==> src/design/uida_pkg.sv <==
// shared constants, types and codes of the unique id allocator
`default_nettype none

package uida_pkg;

    localparam int MAX_ENTRIES = 64;
    localparam int ID_LIMIT    = 128;

    localparam int QID_W   = 7;
    localparam int GIVEN_W = 7;
    localparam int STAT_W  = 2;

    localparam int IDX_W = $clog2(MAX_ENTRIES);
    localparam int CNT_W = $clog2(MAX_ENTRIES + 1);
    localparam int MID_W = $clog2(ID_LIMIT);
    localparam int IDV_W = $clog2(ID_LIMIT + 2);

    localparam int FULL_LIMIT = (MAX_ENTRIES < ID_LIMIT - 1) ? MAX_ENTRIES : ID_LIMIT - 1;

    localparam int Q_DEPTH = 2;
    localparam int QPTR_W  = $clog2(Q_DEPTH);
    localparam int QCNT_W  = $clog2(Q_DEPTH + 1);

    localparam logic ACT_ALLOC  = 1'b0;
    localparam logic ACT_LOOKUP = 1'b1;

    localparam logic [STAT_W-1:0] STATUS_OK   = 2'd0;
    localparam logic [STAT_W-1:0] STATUS_FULL = 2'd1;
    localparam logic [STAT_W-1:0] STATUS_MISS = 2'd2;

    typedef enum logic [1:0] {
        CMD_ALLOC,
        CMD_LOOKUP,
        CMD_MISS
    } cmd_op_t;

    typedef struct packed {
        cmd_op_t          op;
        logic [QID_W-1:0] qid;
    } cmd_t;

    typedef enum logic [2:0] {
        ST_IDLE,
        ST_LOOKUP,
        ST_PROBE,
        ST_BOUND,
        ST_COMMIT,
        ST_RESULT
    } state_t;

endpackage

`default_nettype wire

==> src/design/uida_if.sv <==
// request and response channel interfaces of the unique id allocator
`default_nettype none

interface uida_req_if
    import uida_pkg::*;
();
    logic             valid;
    logic             ready;
    logic             action;
    logic [QID_W-1:0] query_id;

    modport source (output valid, action, query_id, input ready);
    modport sink   (input valid, action, query_id, output ready);
endinterface

interface uida_rsp_if
    import uida_pkg::*;
();
    logic               valid;
    logic               ready;
    logic [STAT_W-1:0]  status;
    logic [GIVEN_W-1:0] given_id;

    modport source (output valid, status, given_id, input ready);
    modport sink   (input valid, status, given_id, output ready);
endinterface

`default_nettype wire

==> src/design/unique_id_allocator.sv <==
// top level of the unique id allocator
`default_nettype none

// Hands out ids 1..127 (up to 64 of them, refusing with status full after
// that) and answers membership lookups. The front end takes one request per
// cycle into a two-entry command queue while the back end works, stalling
// when the queue is full; the back end handles one command at a time against
// a 64-entry id table with one registered read port. A lookup walks the used
// part of the table. An allocation whose next id lies below the known bound
// needs no rescan; otherwise it rescans the table for each taken id it
// skips and then once more to find the next bound. Out-of-range lookups and
// refused allocations skip the table. There is no clearing pass after reset.
module unique_id_allocator
    import uida_pkg::*;
(
    input  wire logic  clk,
    input  wire logic  rst_n,
    uida_req_if.sink   req,
    uida_rsp_if.source rsp
);

    logic push_valid;
    cmd_t push_cmd;
    logic q_full;
    logic q_valid;
    cmd_t q_cmd;
    logic q_pop;

    uida_front u_front (
        .req        (req),
        .q_full     (q_full),
        .push_valid (push_valid),
        .push_cmd   (push_cmd)
    );

    uida_queue u_queue (
        .clk        (clk),
        .rst_n      (rst_n),
        .push_valid (push_valid),
        .push_cmd   (push_cmd),
        .q_full     (q_full),
        .q_valid    (q_valid),
        .q_cmd      (q_cmd),
        .q_pop      (q_pop)
    );

    uida_back u_back (
        .clk     (clk),
        .rst_n   (rst_n),
        .q_valid (q_valid),
        .q_cmd   (q_cmd),
        .q_pop   (q_pop),
        .rsp     (rsp)
    );

endmodule

`default_nettype wire

==> src/design/uida_front.sv <==
// front end: accepts requests and classifies them into commands
`default_nettype none

module uida_front
    import uida_pkg::*;
(
    uida_req_if.sink req,
    input  wire logic q_full,
    output logic      push_valid,
    output cmd_t      push_cmd
);

    logic in_range;

    assign in_range = (IDV_W'(req.query_id) != '0) &&
                      (IDV_W'(req.query_id) < IDV_W'(ID_LIMIT));

    assign req.ready  = !q_full;
    assign push_valid = req.valid && !q_full;

    always_comb
    begin
        push_cmd.qid = req.query_id;
        if (req.action == ACT_LOOKUP)
        begin
            push_cmd.op = in_range ? CMD_LOOKUP : CMD_MISS;
        end
        else
        begin
            push_cmd.op = CMD_ALLOC;
        end
    end

endmodule

`default_nettype wire

==> src/design/uida_queue.sv <==
// short command queue between front end and back end
`default_nettype none

module uida_queue
    import uida_pkg::*;
(
    input  wire logic clk,
    input  wire logic rst_n,
    input  wire logic push_valid,
    input  wire cmd_t push_cmd,
    output logic      q_full,
    output logic      q_valid,
    output cmd_t      q_cmd,
    input  wire logic q_pop
);

    cmd_t              slot_reg [Q_DEPTH];
    logic [QPTR_W-1:0] wr_ptr_reg, wr_ptr_next;
    logic [QPTR_W-1:0] rd_ptr_reg, rd_ptr_next;
    logic [QCNT_W-1:0] cnt_reg, cnt_next;
    logic              do_push;
    logic              do_pop;

    assign q_full  = (cnt_reg == QCNT_W'(Q_DEPTH));
    assign q_valid = (cnt_reg != '0);
    assign q_cmd   = slot_reg[rd_ptr_reg];
    assign do_push = push_valid && !q_full;
    assign do_pop  = q_pop && q_valid;

    always_comb
    begin
        wr_ptr_next = wr_ptr_reg;
        rd_ptr_next = rd_ptr_reg;
        cnt_next    = cnt_reg;
        if (do_push)
        begin
            wr_ptr_next = (wr_ptr_reg == QPTR_W'(Q_DEPTH - 1)) ? '0 : wr_ptr_reg + 1'b1;
        end
        if (do_pop)
        begin
            rd_ptr_next = (rd_ptr_reg == QPTR_W'(Q_DEPTH - 1)) ? '0 : rd_ptr_reg + 1'b1;
        end
        if (do_push && !do_pop)
        begin
            cnt_next = cnt_reg + 1'b1;
        end
        else if (do_pop && !do_push)
        begin
            cnt_next = cnt_reg - 1'b1;
        end
    end

    always_ff @(posedge clk or negedge rst_n)
    begin
        if (!rst_n)
        begin
            wr_ptr_reg <= '0;
            rd_ptr_reg <= '0;
            cnt_reg    <= '0;
        end
        else
        begin
            wr_ptr_reg <= wr_ptr_next;
            rd_ptr_reg <= rd_ptr_next;
            cnt_reg    <= cnt_next;
        end
    end

    always_ff @(posedge clk)
    begin
        if (do_push)
        begin
            slot_reg[wr_ptr_reg] <= push_cmd;
        end
    end

endmodule

`default_nettype wire

==> src/design/uida_back.sv <==
// back end: id table, scan sequencer and response register
`default_nettype none

module uida_back
    import uida_pkg::*;
(
    input  wire logic clk,
    input  wire logic rst_n,
    input  wire logic q_valid,
    input  wire cmd_t q_cmd,
    output logic      q_pop,
    uida_rsp_if.source rsp
);

    logic [MID_W-1:0] mem_q [MAX_ENTRIES];

    state_t             state_reg, state_next;
    logic [CNT_W-1:0]   count_reg, count_next;
    logic [IDV_W-1:0]   last_reg, last_next;
    logic [IDV_W-1:0]   bound_reg, bound_next;
    logic [CNT_W-1:0]   issue_reg, issue_next;
    logic               rd_vld_reg, rd_vld_next;
    logic               rsp_valid_reg, rsp_valid_next;

    logic [MID_W-1:0]   rd_data_reg;
    logic [IDV_W-1:0]   cand_reg, cand_next;
    logic [IDV_W-1:0]   nb_reg, nb_next;
    logic [QID_W-1:0]   qid_reg, qid_next;
    logic [STAT_W-1:0]  res_status_reg, res_status_next;
    logic [GIVEN_W-1:0] res_id_reg, res_id_next;
    logic [STAT_W-1:0]  rsp_status_reg, rsp_status_next;
    logic [GIVEN_W-1:0] rsp_id_reg, rsp_id_next;

    logic               mem_we;
    logic               scan_issue;
    logic               scan_done;
    logic [IDV_W-1:0]   rd_val;
    logic [IDV_W-1:0]   cand_inc;
    logic [IDV_W-1:0]   probe_inc;

    assign rsp.valid    = rsp_valid_reg;
    assign rsp.status   = rsp_status_reg;
    assign rsp.given_id = rsp_id_reg;

    assign scan_issue = (issue_reg < count_reg);
    assign scan_done  = !scan_issue && !rd_vld_reg;
    assign rd_val     = IDV_W'(rd_data_reg);
    assign cand_inc   = last_reg + IDV_W'(1);
    assign probe_inc  = cand_reg + IDV_W'(1);

    always_comb
    begin
        state_next      = state_reg;
        count_next      = count_reg;
        last_next       = last_reg;
        bound_next      = bound_reg;
        issue_next      = issue_reg;
        rd_vld_next     = 1'b0;
        cand_next       = cand_reg;
        nb_next         = nb_reg;
        qid_next        = qid_reg;
        res_status_next = res_status_reg;
        res_id_next     = res_id_reg;
        rsp_valid_next  = rsp_valid_reg && !rsp.ready;
        rsp_status_next = rsp_status_reg;
        rsp_id_next     = rsp_id_reg;
        q_pop           = 1'b0;
        mem_we          = 1'b0;

        unique case (state_reg)
            ST_IDLE:
            begin
                if (q_valid)
                begin
                    q_pop      = 1'b1;
                    qid_next   = q_cmd.qid;
                    issue_next = '0;
                    unique case (q_cmd.op)
                        CMD_LOOKUP:
                        begin
                            state_next = ST_LOOKUP;
                        end
                        CMD_ALLOC:
                        begin
                            if (count_reg >= CNT_W'(FULL_LIMIT))
                            begin
                                res_status_next = STATUS_FULL;
                                res_id_next     = '0;
                                state_next      = ST_RESULT;
                            end
                            else if (cand_inc >= IDV_W'(ID_LIMIT))
                            begin
                                cand_next  = IDV_W'(1);
                                state_next = ST_PROBE;
                            end
                            else if (cand_inc >= bound_reg)
                            begin
                                cand_next  = cand_inc;
                                state_next = ST_PROBE;
                            end
                            else
                            begin
                                cand_next  = cand_inc;
                                state_next = ST_COMMIT;
                            end
                        end
                        default:
                        begin
                            res_status_next = STATUS_MISS;
                            res_id_next     = '0;
                            state_next      = ST_RESULT;
                        end
                    endcase
                end
            end

            ST_LOOKUP:
            begin
                if (rd_vld_reg && (rd_val == IDV_W'(qid_reg)))
                begin
                    res_status_next = STATUS_OK;
                    res_id_next     = GIVEN_W'(qid_reg);
                    state_next      = ST_RESULT;
                end
                else if (scan_done)
                begin
                    res_status_next = STATUS_MISS;
                    res_id_next     = '0;
                    state_next      = ST_RESULT;
                end
                else if (scan_issue)
                begin
                    rd_vld_next = 1'b1;
                    issue_next  = issue_reg + 1'b1;
                end
            end

            ST_PROBE:
            begin
                // candidate taken: step on and rescan from the first entry
                if (rd_vld_reg && (rd_val == cand_reg))
                begin
                    cand_next  = (probe_inc >= IDV_W'(ID_LIMIT)) ? IDV_W'(1) : probe_inc;
                    issue_next = '0;
                end
                else if (scan_done)
                begin
                    issue_next = '0;
                    nb_next    = IDV_W'(ID_LIMIT);
                    state_next = ST_BOUND;
                end
                else if (scan_issue)
                begin
                    rd_vld_next = 1'b1;
                    issue_next  = issue_reg + 1'b1;
                end
            end

            ST_BOUND:
            begin
                if (rd_vld_reg && (rd_val > cand_reg) && (rd_val < nb_reg))
                begin
                    nb_next = rd_val;
                end
                if (scan_done)
                begin
                    bound_next = nb_reg;
                    state_next = ST_COMMIT;
                end
                else if (scan_issue)
                begin
                    rd_vld_next = 1'b1;
                    issue_next  = issue_reg + 1'b1;
                end
            end

            ST_COMMIT:
            begin
                mem_we          = 1'b1;
                count_next      = count_reg + 1'b1;
                last_next       = cand_reg;
                res_status_next = STATUS_OK;
                res_id_next     = GIVEN_W'(cand_reg);
                state_next      = ST_RESULT;
            end

            ST_RESULT:
            begin
                if (!rsp_valid_reg || rsp.ready)
                begin
                    rsp_valid_next  = 1'b1;
                    rsp_status_next = res_status_reg;
                    rsp_id_next     = res_id_reg;
                    state_next      = ST_IDLE;
                end
            end

            default:
            begin
                state_next = ST_IDLE;
            end
        endcase
    end

    always_ff @(posedge clk or negedge rst_n)
    begin
        if (!rst_n)
        begin
            state_reg     <= ST_IDLE;
            count_reg     <= '0;
            last_reg      <= IDV_W'(ID_LIMIT);
            bound_reg     <= IDV_W'(ID_LIMIT);
            issue_reg     <= '0;
            rd_vld_reg    <= 1'b0;
            rsp_valid_reg <= 1'b0;
        end
        else
        begin
            state_reg     <= state_next;
            count_reg     <= count_next;
            last_reg      <= last_next;
            bound_reg     <= bound_next;
            issue_reg     <= issue_next;
            rd_vld_reg    <= rd_vld_next;
            rsp_valid_reg <= rsp_valid_next;
        end
    end

    always_ff @(posedge clk)
    begin
        cand_reg       <= cand_next;
        nb_reg         <= nb_next;
        qid_reg        <= qid_next;
        res_status_reg <= res_status_next;
        res_id_reg     <= res_id_next;
        rsp_status_reg <= rsp_status_next;
        rsp_id_reg     <= rsp_id_next;
    end

    // id table, one write and one registered read a cycle
    always_ff @(posedge clk)
    begin
        if (mem_we)
        begin
            mem_q[count_reg[IDX_W-1:0]] <= cand_reg[MID_W-1:0];
        end
        rd_data_reg <= mem_q[issue_reg[IDX_W-1:0]];
    end

endmodule

`default_nettype wire
==> src/flat_wrapper.sv <==
// flat-port wrapper written by rule: the top's interface ports become plain ports
module unique_id_allocator_flat import uida_pkg::*;
  (clk, rst_n, req_valid, req_action, req_query_id, req_ready, rsp_valid, rsp_status, rsp_given_id, rsp_ready);
  uida_req_if req_i ();
  uida_rsp_if rsp_i ();
  input  wire logic clk;
  input  wire logic rst_n;
  input wire logic [$bits(req_i.valid)-1:0] req_valid;
  input wire logic [$bits(req_i.action)-1:0] req_action;
  input wire logic [$bits(req_i.query_id)-1:0] req_query_id;
  output wire logic [$bits(req_i.ready)-1:0] req_ready;
  output wire logic [$bits(rsp_i.valid)-1:0] rsp_valid;
  output wire logic [$bits(rsp_i.status)-1:0] rsp_status;
  output wire logic [$bits(rsp_i.given_id)-1:0] rsp_given_id;
  input wire logic [$bits(rsp_i.ready)-1:0] rsp_ready;
  assign req_i.valid = req_valid;
  assign req_i.action = req_action;
  assign req_i.query_id = req_query_id;
  assign req_ready = req_i.ready;
  assign rsp_valid = rsp_i.valid;
  assign rsp_status = rsp_i.status;
  assign rsp_given_id = rsp_i.given_id;
  assign rsp_i.ready = rsp_ready;
  unique_id_allocator u_core (.clk(clk), .rst_n(rst_n), .req(req_i), .rsp(rsp_i));
endmodule
==> config.mk <==
export PLATFORM = sky130hd
export DESIGN_NAME = unique_id_allocator_flat
export DESIGN_NICKNAME = d
export VERILOG_FILES = /design/src/design/uida_pkg.sv /design/src/design/uida_if.sv /design/src/design/unique_id_allocator.sv /design/src/design/uida_front.sv /design/src/design/uida_queue.sv /design/src/design/uida_back.sv /design/src/flat_wrapper.sv
export SDC_FILE = /design/constraint.sdc
export NUM_CORES = 1
export LEC_CHECK = 0
export ABC_AREA = 1
export BUFFER_PORTS_ARGS = -buffer_cell sky130_fd_sc_hd__buf_2
export CORE_MARGIN = 2
export CORE_UTILIZATION = 63
export DETAILED_ROUTE_END_ITERATION = 8
export MAX_ROUTING_LAYER = met4
export PLACE_DENSITY = 0.84
export SYNTH_ARGS = -nofsm -noshare
export SYNTH_HDL_FRONTEND = slang
export SYNTH_SLANG_ARGS = --single-unit
==> constraint.sdc <==
create_clock -name clk -period 3.6 [get_ports clk]
set_input_delay 0.72 -clock clk [delete_from_list [all_inputs] [get_ports clk]]
set_output_delay 0.72 -clock clk [all_outputs]
set_load 0.02 [all_outputs]
=== Word level (Yosys, flattened, before mapping) ===
Memory sizes are Yosys's and may differ from the RTL's. A register that Yosys moved wholly into a read port is not among the register bits.
Index checks and enable logic that the tools add are counted.

* Register bits: 80
* Latch bits: 0
* Bits in writable memories: 466
* ROM bits: 0
* Input port bits: 12
* Output and inout bits: 11
* Word-level logic and storage cells: 154
* Memories: 2

{| class="wikitable"
|+ Memories
! memory !! depth !! width !! read ports !! clocked after Yosys merged registers in !! wr ports !! RTL line !! RTL
|-
| u_core.u_back.mem_q || 64 || 7 || 1 || 1 || 1 || uida_back.sv:15 || <nowiki>logic [MID_W-1:0] mem_q [MAX_ENTRIES];</nowiki>
|-
| u_core.u_queue.slot_reg || 2 || 9 || 1 || 0 || 1 || uida_queue.sv:17 || <nowiki>cmd_t slot_reg [Q_DEPTH];</nowiki>
|}

* Add/sub/neg operators: 8
* Multiply operators: 0
* Div/mod/pow operators: 0
* Order comparisons: 7
* Equal/unequal tests: 22
* Shift-type cells: 0
* Multiplexer cells: 62
* Bitwise operators: 0
* Reduce and logical (&&, ||, !) cells: 36

{| class="wikitable"
|+ Operator list
! operator !! count
|-
| $mux 8 || 9
|-
| $mux 7 || 10
|-
| $pmux 8 s2 || 2
|-
| $mux 3 || 10
|-
| $pmux 7 s4 || 1
|-
| $pmux 7 s3 || 1
|-
| $ne 2x2->1 const B || 9
|-
| $pmux 3 s6 || 1
|-
| $add 8x1->8 const B || 2
|-
| $ge 8x8->1 const B || 2
|-
| $mux 2 || 8
|-
| $mux 1 || 15
|-
| $add 7x1->7 const B || 2
|-
| $pmux 7 s2 || 1
|-
| $logic_and 1x1->1 || 11
|-
| $reduce_and 5->1 || 2
|-
| $eq 7x8->1 || 1
|-
| $ge 8x8->1 || 1
|-
| $gt 7x8->1 || 1
|-
| $lt 7x8->1 || 1
|-
| $reduce_bool 2->1 || 4
|-
| $eq 7x7->1 || 1
|-
| $ge 7x7->1 const B || 1
|-
| $logic_not 1->1 || 7
|-
| other kinds (25) || 32
|}

=== Depth between registers and ports, before layout ===
Gate-level depths: netlist (run 1).

* Word-level depth: 8
* Depth in mapped cells: 17
* Mapped depth without buffers: 17

=== By module ===
From an unflattened synthesis (run 1), not the netlist that was laid out.

* Cell total of the unflattened synthesis: 2,043
* Area total of the unflattened synthesis: 23,553.8 um^2

{| class="wikitable"
|+ Modules (own cells, without submodules)
! module !! times used !! cells each !! area each (um^2) !! sequential area each (um^2)
|-
| uida_back || 1 || 1,945 || 22,550.4 || 15,702.6
|-
| uida_queue || 1 || 78 || 895.9 || 640.6
|-
| uida_front || 1 || 20 || 107.6 || 0.0
|}

=== Least setup slack after synthesis (run 1) ===
No wires, ideal clock.

* Kind: reg-to-reg
* Start: register u_core.u_back.cand_reg[5]
* End: register u_core.u_back.cand_reg[0] (enable)
* Setup time: 370 ps
* Data arrival time: 2,533 ps
* Required time: 3,230 ps
* Path slack: 697 ps
* Stages on the path, launching flop included: 9
* Buffers on the path: 0
* Period minus slack after synthesis: 2,903 ps
* Cell sequence: edfxtp_1 inv_1 ha_1 nand2_1 nor2_1 nand3_1 nand2_1 o211ai_1 nor2_1

* Longest elaborated chain between the ends: 4

{| class="wikitable"
|+ RTL lines
! what !! RTL line !! RTL
|-
| start, declared || uida_back.sv:26 || <nowiki>logic [IDV_W-1:0] cand_reg, cand_next;</nowiki>
|-
| start signal, assigned || uida_back.sv:231 || <nowiki>cand_reg <= cand_next;</nowiki>
|-
| $eq 7x8->1 || uida_back.sv:141 || <nowiki>if (rd_vld_reg && (rd_val == cand_reg))</nowiki>
|-
| $logic_and 1x1->1 || uida_back.sv:141 ||
|-
| $ne 2x2->1 (no source line) || - ||
|-
| $reduce_and 5->1 (no source line) || - ||
|}

Every way passes these cells.
A chain may end at the register's enable or synchronous reset.

=== Worst setup path after layout (run 1) ===
* Start: register u_core.u_back.state_reg[0]
* End: memory u_core.u_back.mem_q[47][5] (netlist bit) (enable)

* Longest elaborated chain between the ends: 4

{| class="wikitable"
|+ RTL lines
! what !! RTL line !! RTL
|-
| start, declared || uida_back.sv:17 || <nowiki>state_t state_reg, state_next;</nowiki>
|-
| start signal, assigned || uida_back.sv:219 || <nowiki>state_reg <= state_next;</nowiki>
|-
| $eq 3x3->1 || uida_back.sv:70 || <nowiki>unique case (state_reg)</nowiki>
|-
| $mux 1 || uida_back.sv:70 ||
|-
| $mux 1 || uida_back.sv:243 || <nowiki>if (mem_we)</nowiki>
|-
| $mux 1 (not written as such) || uida_back.sv:245 || <nowiki>mem_q[count_reg[IDX_W-1:0]] <= cand_reg[MID_W-1:0];</nowiki>
|-
| end, declared || uida_back.sv:15 ||
|}

Every way passes these cells.

==> results_dict.tcl, run 1 <==
set metrics [dict create \
    fin_crit_sh 0.757 \
    viasPerCell 6.23 \
    cp_slowest_cell "nor2_1" \
    final_area_sq_um 25500 \
    drt-initial-drc-count 2377 \
    drv_cap 0 \
    worstSetupStartpoint "u_core.u_back.state_reg[0]" \
    crit_required_ns 3.83 \
    cts_max_level 2 \
    hold_violations 0 \
    hold_path_class "primary input to async pin" \
    power_leakage_nw 9.21 \
    post_drt_wl_per_cell_um 21.5 \
    worstSetupPathType "flop to flop" \
    drive_gt1_frac 0.0687 \
    dp_hpwl_um 33100 \
    clock_path_buffers 3 \
    grt_pass1_vias 15400 \
    ios 23 \
    status "completed" \
    antenna_found_initial 0 \
    rsz0062_at_grt "false" \
    die_height_um 197 \
    insertion_delay_ns 0.59 \
    start_util 0.641 \
    peakVddDrop_mv 0.401 \
    syn_inst 2055 \
    synthArstFlopShare 0.0705 \
    seq_area_frac_synth 0.695 \
    slowest_delay_ns 0.49 \
    cts_root_buf "clkbuf_16" \
    end_kind "flop" \
    maxSlewViolCount 0 \
    syn-cell-area_sq_um 23500 \
    fillers 2368 \
    start_kind "flop" \
    fin_worst_skew_ns 0.0192 \
    ys_top_cells_by_area "edfxtp_1, nor2_1, nand2_1" \
    drt_wl_total_um 55400 \
    cts_hold_buffers 0 \
    dieArea_sq_um 38900 \
    synthFlopType "edfxtp_1" \
    clock-sinks 553 \
    grt_pass1_wl_um 85900 \
    track_usage 0.300 \
    synth_area_per_cell_sq_um 11.4 \
    path_cells "nor2_2 -> inv_1 -> nor2_2 -> inv_1 -> nor2_2 -> inv_1 -> nor2_1" \
    yosys_warnings 0 \
    cp_max_fo 13 \
    grt_overflow 0 \
    vias 16100 \
    portBuffers 22 \
    firstDrtPassIters 6 \
    synth_top_area_frac 0.648 \
    antenna_cells 0 \
    postCtsSetupRepairBufs 0 \
    ys_ff_latch 553 \
    nNetsFinal 2112 \
    max-slew-margin-rel 0.300 \
    period_minus_slack_ns 2.72 \
    reg2reg_from "u_core.u_back.state_reg[0]" \
    fmax_ghz 0.367 \
    setup_viol 0 \
    total_power_mw 18.3 \
    rows 70 \
    place_area_sq_um 23900 \
    drc_errors 0 \
    drtAntennaViolNets 0 \
    syn2layout_area_growth_pct 8.67 \
    synthesis.nets 2100 \
    synth_cell_types 44 \
    power_density_nw_per_um2 717 \
    grt_start_max_net_pins 234 \
    tightest_slew_ns 1.04 \
    worstPathArrival_ns 2.95 \
    synth-edff-count 507 \
    core_area_sq_um 36700 \
    fin_setup_tns_ns 0 \
    largest_reg_flops 448 \
    cts_resized 0 \
    path_clk_slew_ns 0.07 \
    cts_tree "yes" \
    yosys.area.top_type "edfxtp_1" \
    synth.most_common_cell "edfxtp_1" \
    place.gp.congestion 0.960 \
    cts_inserted_buffers 53 \
    fp.dieW_um 197 \
    synth_common_cells "edfxtp_1, nor2_1, nand2_1" \
]
per-stage QoR:
stage,util,setup slack [ns],hold WS (ns),std cells
after floorplan,-,0.697,0.400,2055
after global placement,0.651,1.08,0.402,2480
after detailed placement,0.651,0.983,0.405,2480
after CTS,0.696,0.942,0.317,2580
after global routing,0.696,0.654,0.336,2580
final,0.696,0.876,0.274,2580
logic make-up after synthesis:
group | synth area share
simple gates | 0.142
flops | 0.695
compound gates | 0.0927
buf+inv | 0.0441
fa+ha+maj | 0.0176
xor+xnor | 0.00708
mux | 0.00176
other cells | 0.000160
worst max-delay path, delay by kind of cell (launching register included):
| kind | cells | cell delay [ns] |
|---|---|---|
| buffers and inverters | 3 | 0.55 |
| flip-flops | 1 | 0.43 |
| AND/OR/NAND/NOR | 4 | 1.39 |
worst paths after layout:
path                                                       to  slack [ns]  cells past startpoint
worst min-delay path               u_core.u_back.bound_reg[1]        0.27                      1
worst max-delay path               u_core.u_back.mem_q[47][5]        0.88                      7
worst min register to register  u_core.u_back.rsp.given_id[4]        0.42                      0
min in group clk                u_core.u_queue.slot_reg[0][3]        0.35                      1
worst max register to register     u_core.u_back.mem_q[47][5]        0.88                      7
max in group asynchronous          u_core.u_back.issue_reg[1]        2.62                      1
power by group:
group | total, mW | switching [mW] | internal (mW)
Clock | 5.29 | 2.32 | 2.97
Sequential | 8.39 | 0.348 | 8.04
Combinational | 4.64 | 3.44 | 1.20
cell usage in the layout (no fill, tap or decap), types with 2 or more instances in the layout:
cell type and n:
a21oi_1 31, bufinv_16 3, mux2i_1 3, dfstp_2 2
xnor2_1 2, o21ai_1 42, xor2_1 17, clkbuf_1 11
nand3_1 68, clkbuf_16 54, nand2_1 310, dfrtp_4 2
clkinv_2 10, a31oi_1 3, nand2_2 3, buf_2 22
nor3_1 12, clkinvlp_4 2, o21ai_0 231, buf_12 2
nor2_1 404, inv_1 119, buf_4 28, nand3_2 2
clkinv_1 21, o211ai_1 59, o22ai_1 26, dfrtp_1 35
dfxtp_1 7, edfxtp_1 507, ha_1 33, nand4_1 16
nor2_2 5, nand3b_1 4
layout make-up:
| type | count | area, sq um | area share |
|---|---|---|---|
| Multi-Input combinational cell | 1283 | 6130 | 0.240 |
| Timing Repair Buffer | 52 | 360 | 0.0141 |
| Tap cell | 468 | 586 | 0.0229 |
| Sequential cell | 553 | 16400 | 0.640 |
| Inverter | 124 | 470 | 0.0184 |
| Clock buffer | 65 | 1390 | 0.0545 |
| Clock inverter | 35 | 259 | 0.0101 |
layer usage:
layer / track usage / wire [um] / up-vias
met4: 0.123 / 2120 / 0
li1: - / - / 7199
met2: 0.448 / 25300 / 1094
met5: - / 0 / -
met3: 0.0630 / 6730 / 166
met1: 0.408 / 21300 / 7617
Power figures use the tool's default switching activity.
==> inputs of run 2 (changes only) <==
==> constraint.sdc (replaced) <==
create_clock -name clk -period 2.8 [get_ports clk]
set_input_delay 0.56 -clock clk [delete_from_list [all_inputs] [get_ports clk]]
set_output_delay 0.56 -clock clk [all_outputs]
set_load 0.02 [all_outputs]
==> results_dict.tcl, run 2 (synthesis gave the netlist of run 1 again) <==
set metrics [dict create \
    finish.utilization 0.701 \
    post_drt_wl_per_cell_um 21.4 \
    drive_gt1_frac 0.0787 \
    start_util 0.641 \
    end_kind "flop" \
    track_usage 0.302 \
    viasPerCell 6.23 \
    fp.dieW_um 197 \
    grt_start_max_net_pins 132 \
    wl_met3_um 5900 \
    wl_met1_um 21600 \
    power_leakage_nw 9.30 \
    dp_hpwl_um 33100 \
    dieArea_sq_um 38900 \
    nNetsFinal 2126 \
    crit_required_ns 3.04 \
    share_comb_of_total_power 0.255 \
    cts_tree "yes" \
    syn2layout_area_growth_pct 9.46 \
    setup_viol 0 \
    core_area_sq_um 36700 \
    reg2reg_from "u_core.u_back.state_reg[0]" \
    firstDrtPassIters 6 \
    top_layer "met4" \
    hold_path_class "primary input to async pin" \
    peakVddDrop_mv 0.616 \
    antenna_found_initial 0 \
    most-common-layout-cells "edfxtp_1, nor2_1, nand2_1" \
    insertion_delay_ns 0.62 \
    antenna_cells 0 \
    grt_pass1_vias 15800 \
    cts_max_level 2 \
    p_int_mw 15.8 \
    rows 70 \
    fin_worst_skew_ns 0.0278 \
    cts_hold_buffers 0 \
    cts_root_buf "clkbuf_16" \
    ios 23 \
    drtAntennaViolNets 0 \
    tightest_slew_ns 1.31 \
    wl_met2_um 26100 \
    vias 16100 \
    fin_setup_tns_ns 0 \
    maxSlewViolCount 0 \
    rsz0062_at_grt "true" \
    cp_max_fo 12 \
    power_density_nw_per_um2 922 \
    status "completed" \
    period_minus_slack_ns 2.61 \
    die_height_um 197 \
    power_frac_seq 0.456 \
    final_cells 2591 \
    grt_overflow 0 \
    place.gp.congestion 0.900 \
    final_common_cell "edfxtp_1" \
    clock-sinks 553 \
    clock_path_buffers 3 \
    fin_crit_sh 0.931 \
    cts_inserted_buffers 53 \
    worstSetupPathType "flop to flop" \
    portBuffers 22 \
    grt_pass1_wl_um 86600 \
    max-slew-margin-rel 0.125 \
    path_clk_slew_ns 0.07 \
    drt_wl_total_um 55600 \
    start_kind "flop" \
    r2r-end "u_core.u_back.mem_q[47][2]" \
    postCtsSetupRepairBufs 0 \
    swShare 0.334 \
    reg2reg_depth 7 \
    fmax_ghz 0.383 \
    r2r_slack_ns 0.19 \
    largest_reg_flops 448 \
    worstPathArrival_ns 2.85 \
    dp_cells 2494 \
    drc_errors 0 \
    clkPwrFrac 0.289 \
    drt-initial-drc-count 2395 \
    hold_violations 0 \
    p_sw_mw 7.93 \
    drv_cap 0 \
]
[run 2: worst max path at each step]
stage                          startpoint                          to  slack, ns  cells after the start
2_1_floorplan   u_core.u_back.cand_reg[5]   u_core.u_back.cand_reg[0]       0.04                      8
3_3_place_gp   u_core.u_back.state_reg[0]  u_core.u_back.mem_q[23][4]       0.37                      8
3_5_place_dp   u_core.u_back.state_reg[0]  u_core.u_back.mem_q[47][2]       0.25                      7
4_1_cts         u_core.u_queue.rd_ptr_reg   u_core.u_back.cand_reg[2]       0.20                      6
5_1_grt        u_core.u_back.state_reg[0]  u_core.u_back.mem_q[47][2]      -0.02                      7
6_report       u_core.u_back.state_reg[0]  u_core.u_back.mem_q[47][2]       0.19                      7
[run 2: worst max-delay path, stage by stage (launching register included)]
cell and delay (ns):
dfrtp_1 0.44, nor2_2 0.19, inv_1 0.10, nor2_2 0.39, inv_1 0.29, nor2_2 0.23
inv_1 0.16, nor2_1 0.45
[run 2: final cells by class]
| type | count | area [sq um] |
|---|---|---|
| inverters | 124 | 470 |
| repair buffers | 66 | 515 |
| fillers | 2344 | 11000 |
| multi-input cells | 1283 | 6140 |
| clock inverters | 33 | 270 |
| well taps | 468 | 586 |
| flip-flops and latches | 553 | 16400 |
| clock buffers | 64 | 1400 |
[run 2: per-stage QoR]
step	setup WS, ns	power (mW)	instance area (sq um)	hold slack [ns]
after CTS	0.205	23.6	25700	0.0738
after global placement	0.375	16.5	24100	0.405
after global routing	-0.0205	24.8	25700	0.129
final	0.192	23.7	25700	0.0532
after detailed placement	0.251	16.8	24100	0.410
after floorplan	0.0356	14.9	23500	0.264
[run 2: power groups by stage]
stage / Clock (mW) / Combinational, mW / Sequential, mW
2_1_floorplan: 0 / 3.80 / 11.1
3_3_place_gp: 0 / 5.59 / 10.9
3_5_place_dp: 0 / 5.85 / 11.0
4_1_cts: 6.89 / 5.94 / 10.8
5_1_grt: 7.19 / 6.71 / 10.9
6_report: 6.85 / 6.05 / 10.8
[run 2: routing by layer]
| metal | GRT usage | vias up |
|---|---|---|
| li1 | - | 7222 |
| met2 | 0.462 | 1026 |
| met3 | 0.0524 | 170 |
| met1 | 0.409 | 7711 |
| met5 | - | - |
| met4 | 0.124 | 0 |
[run 2: timing repair]
| item | 4_1_cts | 5_1_grt |
|---|---|---|
| endpoints found under the hold margin | 0 | 0 |
| endpoints found under the setup margin | 0 | 22 |
| gates resized for setup | 0 | 1 |
==> inputs of run 3 (changes only) <==
--- a/config.mk
+++ b/config.mk
@@ -9,6 +9,7 @@
 export BUFFER_PORTS_ARGS = -buffer_cell sky130_fd_sc_hd__buf_2
 export CORE_MARGIN = 2
 export CORE_UTILIZATION = 63
+export CTS_CLUSTER_DIAMETER = 40
 export DETAILED_ROUTE_END_ITERATION = 8
 export MAX_ROUTING_LAYER = met4
 export PLACE_DENSITY = 0.84
==> constraint.sdc (replaced) <==
create_clock -name clk -period 2.8 [get_ports clk]
set_input_delay 0.56 -clock clk [delete_from_list [all_inputs] [get_ports clk]]
set_output_delay 0.56 -clock clk [all_outputs]
set_load 0.1 [all_outputs]
==> results_dict.tcl, run 3 (synthesis gave the netlist of run 1 again) <==
set metrics [dict create \
    status "completed" \
    start_util 0.641 \
    clock_path_buffers 3 \
    syn2layout_area_growth_pct 10.2 \
    peakVddDrop_mv 0.612 \
    drtAntennaViolNets 0 \
    setup_viol 0 \
    power_density_nw_per_um2 947 \
    fin_setup_tns_ns 0 \
    antenna_cells 0 \
    multi_input_area_sq_um 6150 \
    place.gp.congestion 0.900 \
    drt-initial-drc-count 2492 \
    crit_required_ns 3.12 \
    grt_pass1_vias 15800 \
    ios 23 \
    dp_cells 2494 \
    path_clk_slew_ns 0.06 \
    holdWs_ns 0.0627 \
    dieArea_sq_um 38900 \
    dp_hpwl_um 33100 \
    cts_max_level 2 \
    drc_errors 0 \
    antenna_found_initial 0 \
    grt_overflow 0 \
    firstDrtPassIters 8 \
    cts_hold_buffers 0 \
    finish.utilization 0.706 \
    clock-sinks 553 \
    track_usage 0.304 \
    vias 16200 \
    path_cells "nor2_2 -> inv_1 -> nor2_2 -> inv_1 -> nor2_2 -> nand2_1 -> nor3_1 -> buf_4" \
    die_height_um 197 \
    fmax_ghz 0.387 \
    crit_top_cell "nor2_2" \
    final_cells 2601 \
    fp.dieW_um 197 \
    total_power_mw 24.5 \
    post_drt_wl_per_cell_um 21.5 \
    reg2reg_from "u_core.u_back.state_reg[0]" \
    viasPerCell 6.22 \
    largest_reg_flops 448 \
    rsz0062_at_grt "false" \
    cts_root_buf "clkbuf_16" \
    maxSlewViolCount 0 \
    r2r-end "u_core.u_back.mem_q[23][3]" \
    core_area_sq_um 36700 \
    grt_start_max_net_pins 132 \
    fin_worst_skew_ns 0.0376 \
    tightest_slew_ns 1.29 \
    drv_cap 0 \
    slowest_delay_ns 0.43 \
    fillers 2299 \
    worstPathArrival_ns 2.91 \
    seqCellArea_sq_um 16400 \
    final_common_cell "edfxtp_1" \
    cp_slowest_cell "dfrtp_1" \
    fin_crit_sh 0.923 \
    worstSetupPathType "flop to flop" \
    cp_max_fo 12 \
    power_leakage_nw 9.38 \
    most-common-layout-cells "edfxtp_1, nor2_1, nand2_1" \
    r2r_slack_ns 0.22 \
    hold_violations 0 \
    rows 70 \
    hold_path_class "primary input to async pin" \
    start_kind "flop" \
    nNetsFinal 2131 \
    insertion_delay_ns 0.61 \
    drt_wl_total_um 55800 \
    cts_tree "yes" \
    reg2reg_depth 8 \
    grt_pass1_wl_um 87300 \
    portBuffers 22 \
    drive_gt1_frac 0.0839 \
    period_minus_slack_ns 2.58 \
    cts_inserted_buffers 58 \
    max-slew-margin-rel 0.140 \
    end_kind "flop" \
]
-- run 3: critical path, delay by kind of cell, from the launching register on --
kind                   cells  cell delay [ns]
DFF                        1             0.43
buffers and inverters      3             0.63
and+or+nand+nor            5             1.27
-- run 3: through the flow --
stage	worst slack, ns	cell area (sq um)
final	0.216	25900
after global routing	0.0353	25900
after CTS	0.204	25900
after detailed placement	0.251	24100
after global placement	0.375	24100
after floorplan	0.0356	23500
-- run 3: worst max path at each step --
stage	cells past startpoint	start	endpoint
floorplan	8	u_core.u_back.cand_reg[5]	u_core.u_back.cand_reg[0]
global placement	8	u_core.u_back.state_reg[0]	u_core.u_back.mem_q[23][4]
detailed placement	7	u_core.u_back.state_reg[0]	u_core.u_back.mem_q[47][2]
CTS	6	u_core.u_queue.rd_ptr_reg	u_core.u_back.cand_reg[0]
global route	8	u_core.u_back.state_reg[0]	u_core.u_back.mem_q[23][3]
finish	8	u_core.u_back.state_reg[0]	u_core.u_back.mem_q[23][3]
-- run 3: final cells by class --
class                           instances  area share
Sequential cell                       553       0.631
Multi-Input combinational cell       1283       0.237
Clock buffer                           68      0.0583
Tap cell                              468      0.0226
Timing Repair Buffer                   66      0.0199
Inverter                              124      0.0182
Clock inverter                         39      0.0125
-- run 3: per-layer routing --
metal	part of all wire	vias to the layer above	wire length (um)	global-route usage
li1	-	7237	-	-
met5	0	-	0	-
met2	0.47	1067	26100	0.464
met3	0.12	200	6610	0.0690
met4	0.038	0	2120	0.124
met1	0.38	7671	21000	0.402
-- run 3: report_power, final --
part	internal, mW	switching [mW]	total [mW]
Combinational	1.61	4.74	6.34
Clock	4.23	3.11	7.35
Sequential	10.3	0.485	10.8
-- run 3: timing repair --
item | CTS | global route
resized for setup | 0 | 3
setup endpoints to repair | 0 | 14
buffers inserted | 0 | 0
